File: src/rtl/tpi_pkg.sv
// Package with shared types, constants and codes for the tracked position interpolator.
`default_nettype none
package tpi_pkg;
   localparam int SLOT_COUNT = 1024;
   localparam int KEY_WIDTH = 48;
   localparam int SLOT_SHIFT = 4;
   localparam int SLOT_BITS = $clog2(SLOT_COUNT);

   localparam logic [1:0] REG_JUMP_LIMIT = 2'd0;
   localparam logic [1:0] REG_INIT_PERIOD = 2'd1;
   localparam logic [1:0] REG_MIN_SAMPLE = 2'd2;
   localparam logic [1:0] REG_MAX_SAMPLE = 2'd3;

   typedef enum logic [3:0] {
      ST_CLEAR,
      ST_IDLE,
      ST_READ,
      ST_EVAL,
      ST_PERIOD,
      ST_SQUARE,
      ST_DECIDE,
      ST_WRITE,
      ST_DIVIDE,
      ST_BLEND,
      ST_OUTPUT
   } state_type;

   typedef struct packed {
      logic clear_step;
      logic load_input;
      logic eval;
      logic period_step;
      logic square_step;
      logic decide;
      logic write_slot;
      logic div_start;
      logic blend_step;
      logic out_load;
   } cmd_type;

   typedef struct packed {
      logic clear_done;
      logic passed;
      logic square_done;
      logic div_done;
      logic blend_done;
   } status_type;
endpackage
`default_nettype wire

File: src/rtl/tpi_controller.sv
// Controller state machine of the tracked position interpolator.
`default_nettype none
module tpi_controller import tpi_pkg::*; (
   input  wire logic clock,
   input  wire logic reset,
   input  wire logic req_valid,
   output logic      req_stall,
   output logic      rsp_valid,
   input  wire logic rsp_stall,
   input  status_type status,
   output cmd_type   cmd
);
   state_type state_ff, state_in;
   logic      out_full_ff, out_full_in;
   logic      frac_wait_ff, frac_wait_in;

   always_ff @(posedge clock) begin
      if (reset) begin
         state_ff <= ST_CLEAR;
         out_full_ff <= 1'b0;
         frac_wait_ff <= 1'b0;
      end else begin
         state_ff <= state_in;
         out_full_ff <= out_full_in;
         frac_wait_ff <= frac_wait_in;
      end
   end

   assign req_stall = (state_ff != ST_IDLE);
   assign rsp_valid = out_full_ff;

   always_comb begin
      state_in = state_ff;
      cmd = '0;
      out_full_in = out_full_ff && rsp_stall;
      frac_wait_in = 1'b0;
      case (state_ff)
         ST_CLEAR: begin
            cmd.clear_step = 1'b1;
            if (status.clear_done) state_in = ST_IDLE;
         end
         ST_IDLE: begin
            if (req_valid) begin
               cmd.load_input = 1'b1;
               state_in = ST_READ;
            end
         end
         ST_READ: state_in = ST_EVAL;
         ST_EVAL: begin
            cmd.eval = 1'b1;
            state_in = ST_PERIOD;
         end
         ST_PERIOD: begin
            cmd.period_step = 1'b1;
            state_in = ST_SQUARE;
         end
         ST_SQUARE: begin
            if (status.square_done) state_in = ST_DECIDE;
            else cmd.square_step = 1'b1;
         end
         ST_DECIDE: begin
            cmd.decide = 1'b1;
            state_in = ST_WRITE;
         end
         ST_WRITE: begin
            cmd.write_slot = 1'b1;
            if (status.passed) state_in = ST_OUTPUT;
            else begin
               cmd.div_start = 1'b1;
               state_in = ST_DIVIDE;
            end
         end
         ST_DIVIDE: begin
            if (frac_wait_ff) begin
               cmd.blend_step = 1'b1;
               state_in = ST_BLEND;
            end else if (status.div_done) frac_wait_in = 1'b1;
         end
         ST_BLEND: begin
            if (status.blend_done) state_in = ST_OUTPUT;
            else cmd.blend_step = 1'b1;
         end
         ST_OUTPUT: begin
            if (!out_full_ff || !rsp_stall) begin
               cmd.out_load = 1'b1;
               out_full_in = 1'b1;
               state_in = ST_IDLE;
            end
         end
         default: state_in = ST_IDLE;
      endcase
   end

   property p_out_hold;
      @(posedge clock) disable iff (reset) rsp_valid && rsp_stall |=> rsp_valid;
   endproperty
   a_out_hold: assert property (p_out_hold) else $error("result dropped");

   property p_accept_only_idle;
      @(posedge clock) disable iff (reset) cmd.load_input |-> state_ff == ST_IDLE;
   endproperty
   a_accept_only_idle: assert property (p_accept_only_idle) else $error("bad accept");

   property p_no_write_in_clear;
      @(posedge clock) disable iff (reset) state_ff == ST_CLEAR |-> !cmd.write_slot;
   endproperty
   a_no_write_in_clear: assert property (p_no_write_in_clear) else $error("write in clear");
endmodule
`default_nettype wire
File: config.mk
export PLATFORM = sky130hd
export DESIGN_NAME = tpi_controller
export DESIGN_NICKNAME = d
export VERILOG_FILES = /design/src/rtl/tpi_pkg.sv /design/src/rtl/tpi_controller.sv
export SDC_FILE = /design/constraint.sdc
export NUM_CORES = 1
export LEC_CHECK = 0
export BUFFER_PORTS_ARGS = -buffer_cell sky130_fd_sc_hd__buf_2
export CAP_MARGIN = 15
export CORE_AREA = 5 5 42 44
export CTS_BUF_LIST = sky130_fd_sc_hd__clkbuf_4 sky130_fd_sc_hd__clkbuf_8 sky130_fd_sc_hd__clkbuf_16
export CTS_CLUSTER_SIZE = 20
export DETAILED_ROUTE_END_ITERATION = 16
export DIE_AREA = 0 0 47 49
export HOLD_SLACK_MARGIN = 0.1
export SLEW_MARGIN = 20
export SYNTH_ARGS = -nofsm -noshare
export SYNTH_HDL_FRONTEND = slang
export SYNTH_SLANG_ARGS = --single-unit
File: constraint.sdc
create_clock -name clock -period 1.8 [get_ports clock]
set_input_delay 0.18 -clock clock [delete_from_list [all_inputs] [get_ports clock]]
set_output_delay 0.18 -clock clock [all_outputs]
set_load 0.01 [all_outputs]
# Yosys cells after proc, flatten, opt, wreduce, memory -nomap -nowiden
# Cells that the tools add are included.
# op_classes
eq_ne	17
reduce_logical	7
bitwise	1
n_mux	26
# ops
op	count
$pmux W4 S11	1
$mux W4	6
$eq A4 B3 Y1 const B	4
$mux W1	16
$eq A4 B4 Y1 const B	3
$ne A2 B2 Y1 const B	6
$eq A4 B2 Y1 const B	2
$reduce_and A6 Y1	1
$eq A4 B1 Y1 const B	1
$logic_not A4 Y1	1
$mux W2	2
$ne A4 B1 Y1 const B	1
$reduce_or A3 Y1	1
$logic_not A1 Y1	2
$pmux W1 S2	1
$logic_and A1 B1 Y1	1
$logic_or A1 B1 Y1	1
$not A1 Y1	1
# totals
word_cells	54
out_inout_bits	12
ff_bits	6

# Logic depth before layout (Yosys ltp)
# Gate-level depths: netlist (run 1).
# logic_depth
word_depth	4
ltp_mapped	4

# Least setup slack after synthesis (run 1)
# No wires, ideal clock.
# synth_timing
path_kind	register -> register
startpoint	register state_ff[3]
endpoint	register state_ff[1]
period_less_slack_ps	1388
setup_ps	116
stages_incl_launch_ff	4
setup_slack_ps	412
arrival_time_ps	1271
t_required_ps	1684
cell_sequence	dfxtp_1 or4b_4 o22a_1 a41o_1
# synth_between
elab_chain_cells	3
elab_cells_between_ends	19
cone_classes	eq/ne (16); mux (1); reduce/logical (2)
# synth_lines
element	line_no	source
start, declared	tpi_controller.sv:13	state_type state_ff, state_in;
start signal, assigned	tpi_controller.sv:23	state_ff <= state_in;
$eq A4 B4 Y1 (tied with other cells)	tpi_controller.sv:37	case (state_ff)
$ne A2 B2 Y1 (no source line)	-	
$reduce_and A6 Y1 (no source line)	-	
# Several ways; a longest one is shown, not always the timed one.
# A chain may end at the register's enable or synchronous reset.

# Worst setup path after layout (run 1)
# layout_timing
startpoint	register state_ff[1]
endpoint	output req_stall
# layout_between
elab_chain_cells	1
# layout_lines
element	line_no	source
$ne A4 B1 Y1	tpi_controller.sv:29	assign req_stall = (state_ff != ST_IDLE);
end, declared	tpi_controller.sv:7	output logic req_stall,
# Every way passes these cells.

==> out/metrics.cfg, run 1 <==
[place]
port_buffers = 20
place_ws_ns = 0.336
dp_hpwl_um = 886
dpl_cell_area_um2 = 549
finalWeightedCongestion = 0.792

[cts]
root_buffer = clkbuf_4
ctsResizeCount = 0
cts_setup_buffers = 0
cts.sinks = 6
cts_tree = yes
clockBufferDepth = 2
cts_buffers = 3
insertion_delay_ns = 0.24
hold_buffers = 0
clk_pin_slew_ns = 0.04
h-tree-depth = 1

[routing]
ant_nets = 0
first_iter_violations = 3
finalWirelength_um = 1110
wl_per_cell_um = 11.9
drt_first_pass_iters = 4
routed_via_density = 5.03
drc = 0
dr_total_vias = 468

[worst_hold_path]
hold_class = input pin to flip-flop

[layout]
postLayoutCellArea_um2 = 572
antenna_cells = 0
final.fill_count = 151
layout-drive-gt1-share = 0.377
fin_util = 0.408
seqCellArea_um2 = 120
area_growth_pct = 28.0
fin_nets = 88
multiInputGateArea_um2 = 279

[worst_setup_path]
start_kind = flip-flop
cp.arrival_ns = 1.36
worstSetupEndpointType = primary output
crit_type = flip-flop to primary output
required_ns = 1.62
crit_fanout = 13

[yosys]
ys_seq_area_frac = 0.269
synth_top_cell_area_share = 0.269
synth_ff_type = dfxtp_1
syn_inst = 56
ys_warn_count = 0
synthTopCellsByArea = dfxtp_1 27%, nor3_1 5.6%, nor3b_1 5.0%
synth_seq_cells = 6
syn_avg_cell_area_um2 = 7.98
synth.distinct_cells = 31
synth_edf_count = 0
yosysMostFrequentCell = dfxtp_1
synthArstFlopShare = 0
synth_nets = 65
netlist.top_cell.by_area = dfxtp_1
netlist_area_um2 = 447
synth_commonest_cells = 6 x dfxtp_1, 5 x nor3_1, 4 x inv_1, 4 x nand2_1, 4 x nor2_1

[global_route]
grt_max_degree = 15
antenna_found_initial = 0
track_usage = 0.109
grt_overflow_total = 0
grt_pass1_wl_um = 1780
grt_pass1_vias = 424

[power]
p_int_uw = 275
ir_drop_mv = 0.298
powerDensity_nw_per_um2 = 680
p_seq_frac = 0.406
p_sw_frac = 0.293
switchingPower_uw = 114
pwr-share-comb = 0.288
power_frac_clock = 0.306
p_leak_uw = 0.000276

[floorplanning]
die_area_um2 = 2300
fp.dieW_um = 47
io_pins = 21
fp.coreArea_um2 = 1400
start_util = 0.319
fp-row-count = 14
die_y_um = 49

[sta]
finalHoldViolations = 0
rsz0062_at_grt = false
finalClockSkew_ns = 0.00259
fin_crit_ns = 1.54
clock.fmax_ghz = 0.648
timing.hold.ws_ns = 0.196
fin_ws_ns = 0.256
fin_tns_setup_ns = 0
relSlewSlack = 0.715
slew_violations = 0
worst_pin_slew_ns = 0.428
fin_crit_sh = 0.858
setup_viol = 0

[job]
max_cap_violations = 0

[run_status]
status = completed

## worst paths after layout
check                      startpoint                  endpoint  slack (ns)  cells past startpoint
min reg2reg   frac_wait_ff$_SDFF_PP0_   frac_wait_ff$_SDFF_PP0_        0.45                      1
min                             reset  state_ff[3]$_SDFFE_PP0P_        0.20                      2
max reg2reg  state_ff[1]$_SDFFE_PP0P_  state_ff[1]$_SDFFE_PP0P_        0.32                      3
max          state_ff[1]$_SDFFE_PP0P_                 req_stall        0.26                      2
## layout by cell type, fill, tap and decap left out, types with 2 or more instances in the layout
| master | synthesis | layout |
|---|---|---|
| nand2_1 | 4 | 4 |
| buf_2 | 0 | 20 |
| buf_4 | 0 | 2 |
| a21oi_1 | 3 | 3 |
| clkbuf_4 | 0 | 3 |
| inv_1 | 4 | 4 |
| nand3b_1 | 2 | 2 |
| dfxtp_1 | 6 | 6 |
| nor3_1 | 5 | 5 |
| and3_1 | 2 | 2 |
| nor3b_1 | 3 | 3 |
| nor2_1 | 4 | 4 |
## layer usage
metal / GRT usage / part of all wire / wire length, µm / vias to the layer above
met1: 0.126 / 0.47 / 516 / 203
met5: 0 / 0 / 0 / -
met3: 0.0443 / 0.066 / 73 / 2
met2: 0.158 / 0.45 / 501 / 12
met4: 0.0691 / 0.015 / 17 / 0
li1: - / - / - / 251
## power groups by stage
stage / combinational [µW] / clock (µW) / sequential (µW)
floorplan: 83.6 / 0 / 151
global placement: 113 / 0 / 159
detailed placement: 112 / 0 / 159
CTS: 113 / 125 / 157
global route: 124 / 135 / 160
finish: 112 / 119 / 158
## critical path: stages, from the launching register on
cell and delay, ns:
dfxtp_1 0.41, or4b_4 0.56, buf_2 0.16
## sequential cells by signal (all words and copies together), names as in the netlist
signal        flops
state_ff          4
frac_wait_ff      1
rsp_valid         1
## layout make-up
cell class,instances,area share
inverters,4,0.0263
clock buffers,3,0.0394
flip-flops and latches,6,0.210
repair buffers,22,0.201
multi-input cells,42,0.488
well taps,16,0.0350
## through the flow
| step | cells | total power, µW |
|---|---|---|
| detailed placement | 90 | 272 |
| finish | 93 | 389 |
| CTS | 93 | 395 |
| global placement | 90 | 272 |
| global route | 93 | 419 |
| floorplan | 56 | 234 |
## cells by family (layout without fill, tap and decap cells)
kind of cell	Yosys count	in the layout	synth area share
and+or+nand+nor	29	29	0.398
DFF	6	6	0.269
AOI/OAI and AO/OA	10	10	0.160
muxes	2	2	0.0476
buffers and inverters	8	29	0.106
xor gates and xnor gates	1	1	0.0196
No activity file was read; power rests on OpenSTA's default activity.
==> run 2: changes to the inputs <==
--- a/config.mk
+++ b/config.mk
@@ -7,12 +7,15 @@
 export LEC_CHECK = 0
 export BUFFER_PORTS_ARGS = -buffer_cell sky130_fd_sc_hd__buf_2
 export CAP_MARGIN = 15
-export CORE_AREA = 5 5 42 44
+export CELL_PAD_IN_SITES_DETAIL_PLACEMENT = 0
+export CELL_PAD_IN_SITES_GLOBAL_PLACEMENT = 1
+export CORE_MARGIN = 5
+export CORE_UTILIZATION = 30
 export CTS_BUF_LIST = sky130_fd_sc_hd__clkbuf_4 sky130_fd_sc_hd__clkbuf_8 sky130_fd_sc_hd__clkbuf_16
 export CTS_CLUSTER_SIZE = 20
 export DETAILED_ROUTE_END_ITERATION = 16
-export DIE_AREA = 0 0 47 49
 export HOLD_SLACK_MARGIN = 0.1
+export PLACE_DENSITY_LB_ADDON = 0.1
 export SLEW_MARGIN = 20
 export SYNTH_ARGS = -nofsm -noshare
 export SYNTH_HDL_FRONTEND = slang
==> run 2 against run 1 <==
  * Highest routed layer unchanged
  * Final area grew 1.3%
  * Setup slack lost 0.029 ns
  * Sequential share of layout area shrank 0.27 points
  * Non-clock buffer count grew 1
  * Routed wire length grew 12%
  * Via count grew 2.8%
  * Clock power grew 5%
  * Utilization shrank 0.96 points
  * Total power grew 2.2%
  * Sequential power shrank 3%
  * Register-to-register slack lost 0.02 ns
==> out/metrics.cfg, run 2 (synthesis results as in run 1) <==
[sta]
slew_violations = 0
setup_viol = 0
fin_tns_setup_ns = 0
worst_pin_slew_ns = 0.383
finalHoldViolations = 0
fin_crit_sh = 0.874
relSlewSlack = 0.744
fin_crit_ns = 1.57
fin_ws_ns = 0.227
finalClockSkew_ns = 0.00574
clock.fmax_ghz = 0.636
rsz0062_at_grt = false

[cts]
cts_buffers = 3
cts.sinks = 6
clk_pin_slew_ns = 0.05
insertion_delay_ns = 0.25
hold_buffers = 0
cts_tree = yes
clockBufferDepth = 2
cts_setup_buffers = 0
root_buffer = clkbuf_4
h-tree-depth = 1
ctsResizeCount = 0

[layout]
layout-drive-gt1-share = 0.385
area_growth_pct = 29.7
largest_register = state_ff
final.fill_count = 168
fin_nets = 89
largest_register_ffs = 4
layout_commonest_cell = buf_2
fin_util = 0.398
antenna_cells = 0
most-common-layout-cells = 20 x buf_2, 6 x dfxtp_1, 5 x nor3_1

[global_route]
grt_pass1_wl_um = 2080
track_usage = 0.111
grt_overflow_total = 0
antenna_found_initial = 0
grt_pass1_vias = 479
grt_max_degree = 15

[place]
dp_hpwl_um = 936
finalWeightedCongestion = 0.800
port_buffers = 20
place_ws_ns = 0.302

[worst_setup_path]
crit_type = flip-flop to primary output
worstSetupEndpointType = primary output
rr_endpoint = state_ff[1]$_SDFFE_PP0P_
required_ns = 1.62
r2r_cells = 3
crit_fanout = 14
start_kind = flip-flop
cp.arrival_ns = 1.39
r2r_start = state_ff[1]$_SDFFE_PP0P_
regToRegSetupSlack_ns = 0.30

[floorplanning]
io_pins = 21
fp.dieW_um = 48.6
die_area_um2 = 2360
fp.coreArea_um2 = 1450
fp-row-count = 14
die_y_um = 48.6
start_util = 0.307

[routing]
first_iter_violations = 20
drc = 0
dr_total_vias = 481
ant_nets = 0
met3_length_um = 103
drt_first_pass_iters = 4
wl_met1_um = 625
wl_met2_um = 483
routed_via_density = 5.12
finalWirelength_um = 1240
top_layer = met4
wl_per_cell_um = 13.2

[job]
max_cap_violations = 0

[worst_hold_path]
min_to = frac_wait_ff$_SDFF_PP0_
min_from = status[1]
hold_path_depth = 3
hold_class = input pin to flip-flop

[run_status]
status = completed

[power]
powerDensity_nw_per_um2 = 686
ir_drop_mv = 0.254
p_leak_uw = 0.000281

==> run 2: worst max-delay path: stages (launching register included) <==
cell and delay, ns:
dfxtp_1 0.34, buf_4 0.19, nor2b_1 0.20, nand3_1 0.16, nor2_1 0.12, buf_2 0.14
==> run 2: area by class of cell <==
type | instances | area (µm²) | area share
clock buffer | 3 | 22.5 | 0.0389
sequential | 6 | 120 | 0.207
inverter | 4 | 15.0 | 0.0259
multi-input combinational | 42 | 279 | 0.482
tap | 16 | 20.0 | 0.0346
timing repair buffer | 23 | 123 | 0.212
==> run 2: how the worst max path moves through the flow <==
stage	slack, ns	cells past startpoint	end	from
final	0.23	5	cmd[2]	state_ff[0]$_SDFFE_PP0P_
after global routing	0.09	5	cmd[2]	state_ff[0]$_SDFFE_PP0P_
after CTS	0.23	5	cmd[2]	state_ff[0]$_SDFFE_PP0P_
after detailed placement	0.30	3	state_ff[1]$_SDFFE_PP0P_	state_ff[1]$_SDFFE_PP0P_
after global placement	0.32	3	state_ff[1]$_SDFFE_PP0P_	state_ff[1]$_SDFFE_PP0P_
after floorplan	0.41	3	state_ff[1]$_SDFFE_PP0P_	state_ff[3]$_SDFFE_PP0P_
==> run 2: metrics by stage <==
step,cell area [µm²],power (µW),instances,hold slack (ns)
finish,579,397,94,0.195
global route,579,425,94,0.222
CTS,579,403,94,0.193
detailed placement,557,276,91,0.441
global placement,557,279,91,0.438
floorplan,447,234,56,0.249
==> run 2: where the power goes <==
part	internal [µW]	total (µW)	switching (µW)	leakage [µW]
combinational	60.2	119	58.4	0.000218
sequential	142	154	12.8	0.0000489
clock	75.5	125	49.1	0.0000138
total	277	397	120	0.000281
==> run 2: routing by layer <==
| layer | up-vias | track usage |
|---|---|---|
| met4 | 0 | 0.0762 |
| li1 | 248 | - |
| met1 | 206 | 0.141 |
| met3 | 4 | 0.0429 |
| met5 | - | 0 |
| met2 | 23 | 0.150 |
==> run 3: changes to the inputs <==
--- a/config.mk
+++ b/config.mk
@@ -5,17 +5,18 @@
 export SDC_FILE = /design/constraint.sdc
 export NUM_CORES = 1
 export LEC_CHECK = 0
-export BUFFER_PORTS_ARGS = -buffer_cell sky130_fd_sc_hd__buf_2
 export CAP_MARGIN = 15
 export CELL_PAD_IN_SITES_DETAIL_PLACEMENT = 0
 export CELL_PAD_IN_SITES_GLOBAL_PLACEMENT = 1
-export CORE_MARGIN = 5
-export CORE_UTILIZATION = 30
+export CORE_AREA = 5 5 42 44
 export CTS_BUF_LIST = sky130_fd_sc_hd__clkbuf_4 sky130_fd_sc_hd__clkbuf_8 sky130_fd_sc_hd__clkbuf_16
 export CTS_CLUSTER_SIZE = 20
 export DETAILED_ROUTE_END_ITERATION = 16
+export DIE_AREA = 0 0 47 49
+export DONT_BUFFER_PORTS = 1
 export HOLD_SLACK_MARGIN = 0.1
 export PLACE_DENSITY_LB_ADDON = 0.1
+export RECOVER_POWER = 25
 export SLEW_MARGIN = 20
 export SYNTH_ARGS = -nofsm -noshare
 export SYNTH_HDL_FRONTEND = slang
==> run 3 against run 2 <==
  * Sequential power about the same
  * Count of clock-buffer cells in the layout did not move
  * Fmax up 2.3%
  * Clock skew decreased by 0.0019 ns
  * Flip-flop and latch count is the same
  * Critical path depth is 2 lower
  * Final area shrank 14%
  * Sequential share of layout area grew 3.3 points
  * Combinational power shrank 16%
==> out/metrics.cfg, run 3 (synthesis results as in run 1) <==
[global_route]
grt_overflow_total = 0
use_met1 = 0.145
busiest_layer = met2
grt_max_degree = 15
track_usage = 0.122
grt_pass1_wl_um = 2040
use_met2 = 0.170
antenna_found_initial = 0
met3_usage = 0.0554
grt_pass1_vias = 435

[worst_setup_path]
required_ns = 1.94
crit_type = flip-flop to flip-flop
worstSetupEndpointType = flip-flop
r2r_cells = 3
rr_endpoint = state_ff[1]$_SDFFE_PP0P_
start_kind = flip-flop
critPathMaxStageDelay_ns = 0.59
crit_fanout = 13
regToRegSetupSlack_ns = 0.26
cpMaxStageDelayCell = or4b_4
r2r_start = state_ff[1]$_SDFFE_PP0P_
cp.arrival_ns = 1.68
path_cells = or4b_4 > o22a_1 > a41o_1

[routing]
first_iter_violations = 6
finalWirelength_um = 1200
drc = 0
wl_per_cell_um = 15.8
dr_total_vias = 430
ant_nets = 0
routed_via_density = 5.66
drt_first_pass_iters = 4

[power]
p_leak_uw = 0.000196
powerDensity_nw_per_um2 = 765
ir_drop_mv = 0.289

[sta]
setup_viol = 0
fin_crit_ns = 1.54
relSlewSlack = 0.645
clock.fmax_ghz = 0.650
finalHoldViolations = 0
worst_pin_slew_ns = 0.527
fin_crit_sh = 0.854
slew_violations = 0
rsz0062_at_grt = false
fin_tns_setup_ns = 0
timing.hold.ws_ns = 0.118
finalClockSkew_ns = 0.00388

[cts]
clk_pin_slew_ns = 0.05
h-tree-depth = 1
clockBufferDepth = 2
root_buffer = clkbuf_4
cts_setup_buffers = 0
cts.sinks = 6
insertion_delay_ns = 0.25
cts_tree = yes
cts_buffers = 3
ctsResizeCount = 0

[layout]
largest_register = state_ff
fin_nets = 71
final.fill_count = 167
area_growth_pct = 11.8
largest_register_ffs = 4
seqCellArea_um2 = 120
layout_commonest_cell = dfxtp_1
layout-drive-gt1-share = 0.167
most-common-layout-cells = 6 x dfxtp_1, 5 x nor3_1, 4 x inv_1, 4 x nand2_1, 4 x nor2_1
antenna_cells = 0
multiInputGateArea_um2 = 279

[run_status]
status = completed

[floorplanning]
die_area_um2 = 2300
fp.dieW_um = 47
io_pins = 21
fp-row-count = 14
die_y_um = 49
start_util = 0.319
fp.coreArea_um2 = 1400

[worst_hold_path]
hold_class = input pin to flip-flop
hold_path_depth = 3
min_to = state_ff[0]$_SDFFE_PP0P_
min_from = reset

[job]
max_cap_violations = 0

[place]
finalWeightedCongestion = 0.775
port_buffers = 0
dp_hpwl_um = 868

-- run 3: cell types whose count changed in the layout (fill, tap and decap cells not counted) --
cell,before,now
buf_2,20,0
dlygate4sd3_1,0,2
-- run 3: cell type report --
cell class | count | share of cell area
multi-input cells | 42 | 0.559
clock buffers | 3 | 0.0451
well taps | 16 | 0.0401
inverters | 4 | 0.0301
flip-flops and latches | 6 | 0.241
repair buffers | 5 | 0.0852
-- run 3: worst max-delay path by stage --
stage / startpoint / end / slack [ns] / depth (start not counted)
2_1_floorplan: state_ff[3]$_SDFFE_PP0P_ / state_ff[1]$_SDFFE_PP0P_ / 0.41 / 3
3_3_place_gp: state_ff[1]$_SDFFE_PP0P_ / state_ff[1]$_SDFFE_PP0P_ / 0.30 / 3
3_5_place_dp: state_ff[1]$_SDFFE_PP0P_ / state_ff[1]$_SDFFE_PP0P_ / 0.27 / 3
4_1_cts: state_ff[1]$_SDFFE_PP0P_ / state_ff[1]$_SDFFE_PP0P_ / 0.27 / 3
5_1_grt: state_ff[0]$_SDFFE_PP0P_ / cmd[2] / 0.16 / 4
6_report: state_ff[1]$_SDFFE_PP0P_ / state_ff[1]$_SDFFE_PP0P_ / 0.26 / 3
-- run 3: metrics by stage --
step,utilization,setup slack (ns),power (µW),instances,instance area [µm²]
2_1_floorplan,-,0.412,234,56,447
3_3_place_gp,0.326,0.303,250,71,457
3_5_place_dp,0.326,0.275,252,71,457
4_1_cts,0.356,0.267,388,76,499
5_1_grt,0.356,0.156,413,76,499
6_report,0.356,0.263,382,76,499
-- run 3: report_power, final --
| part | internal [µW] | leakage [µW] | switching [µW] |
|---|---|---|---|
| clock network | 75.7 | 0.0000138 | 52.5 |
| registers | 141 | 0.0000489 | 12.2 |
| logic | 47.9 | 0.000133 | 52.0 |
| total | 265 | 0.000196 | 117 |
-- run 3: per-layer routing --
layer  vias up  part of all wire
li1        212                 -
met1       199              0.42
met2        15              0.47
met3         4             0.084
met4         0             0.026
met5         -                 0
-- run 3: what timing repair did --
item	CTS	global route
setup endpoints to repair	0	0
hold buffers	2	0
hold endpoints to repair	4	0
-- run 3: worst max-delay path: cells and delay by family, from the launching register on --
kind | cells | cell delay [ns]
flip-flops | 1 | 0.42
AND/OR/NAND/NOR | 1 | 0.59
AO/OA/AOI/OAI | 2 | 0.42
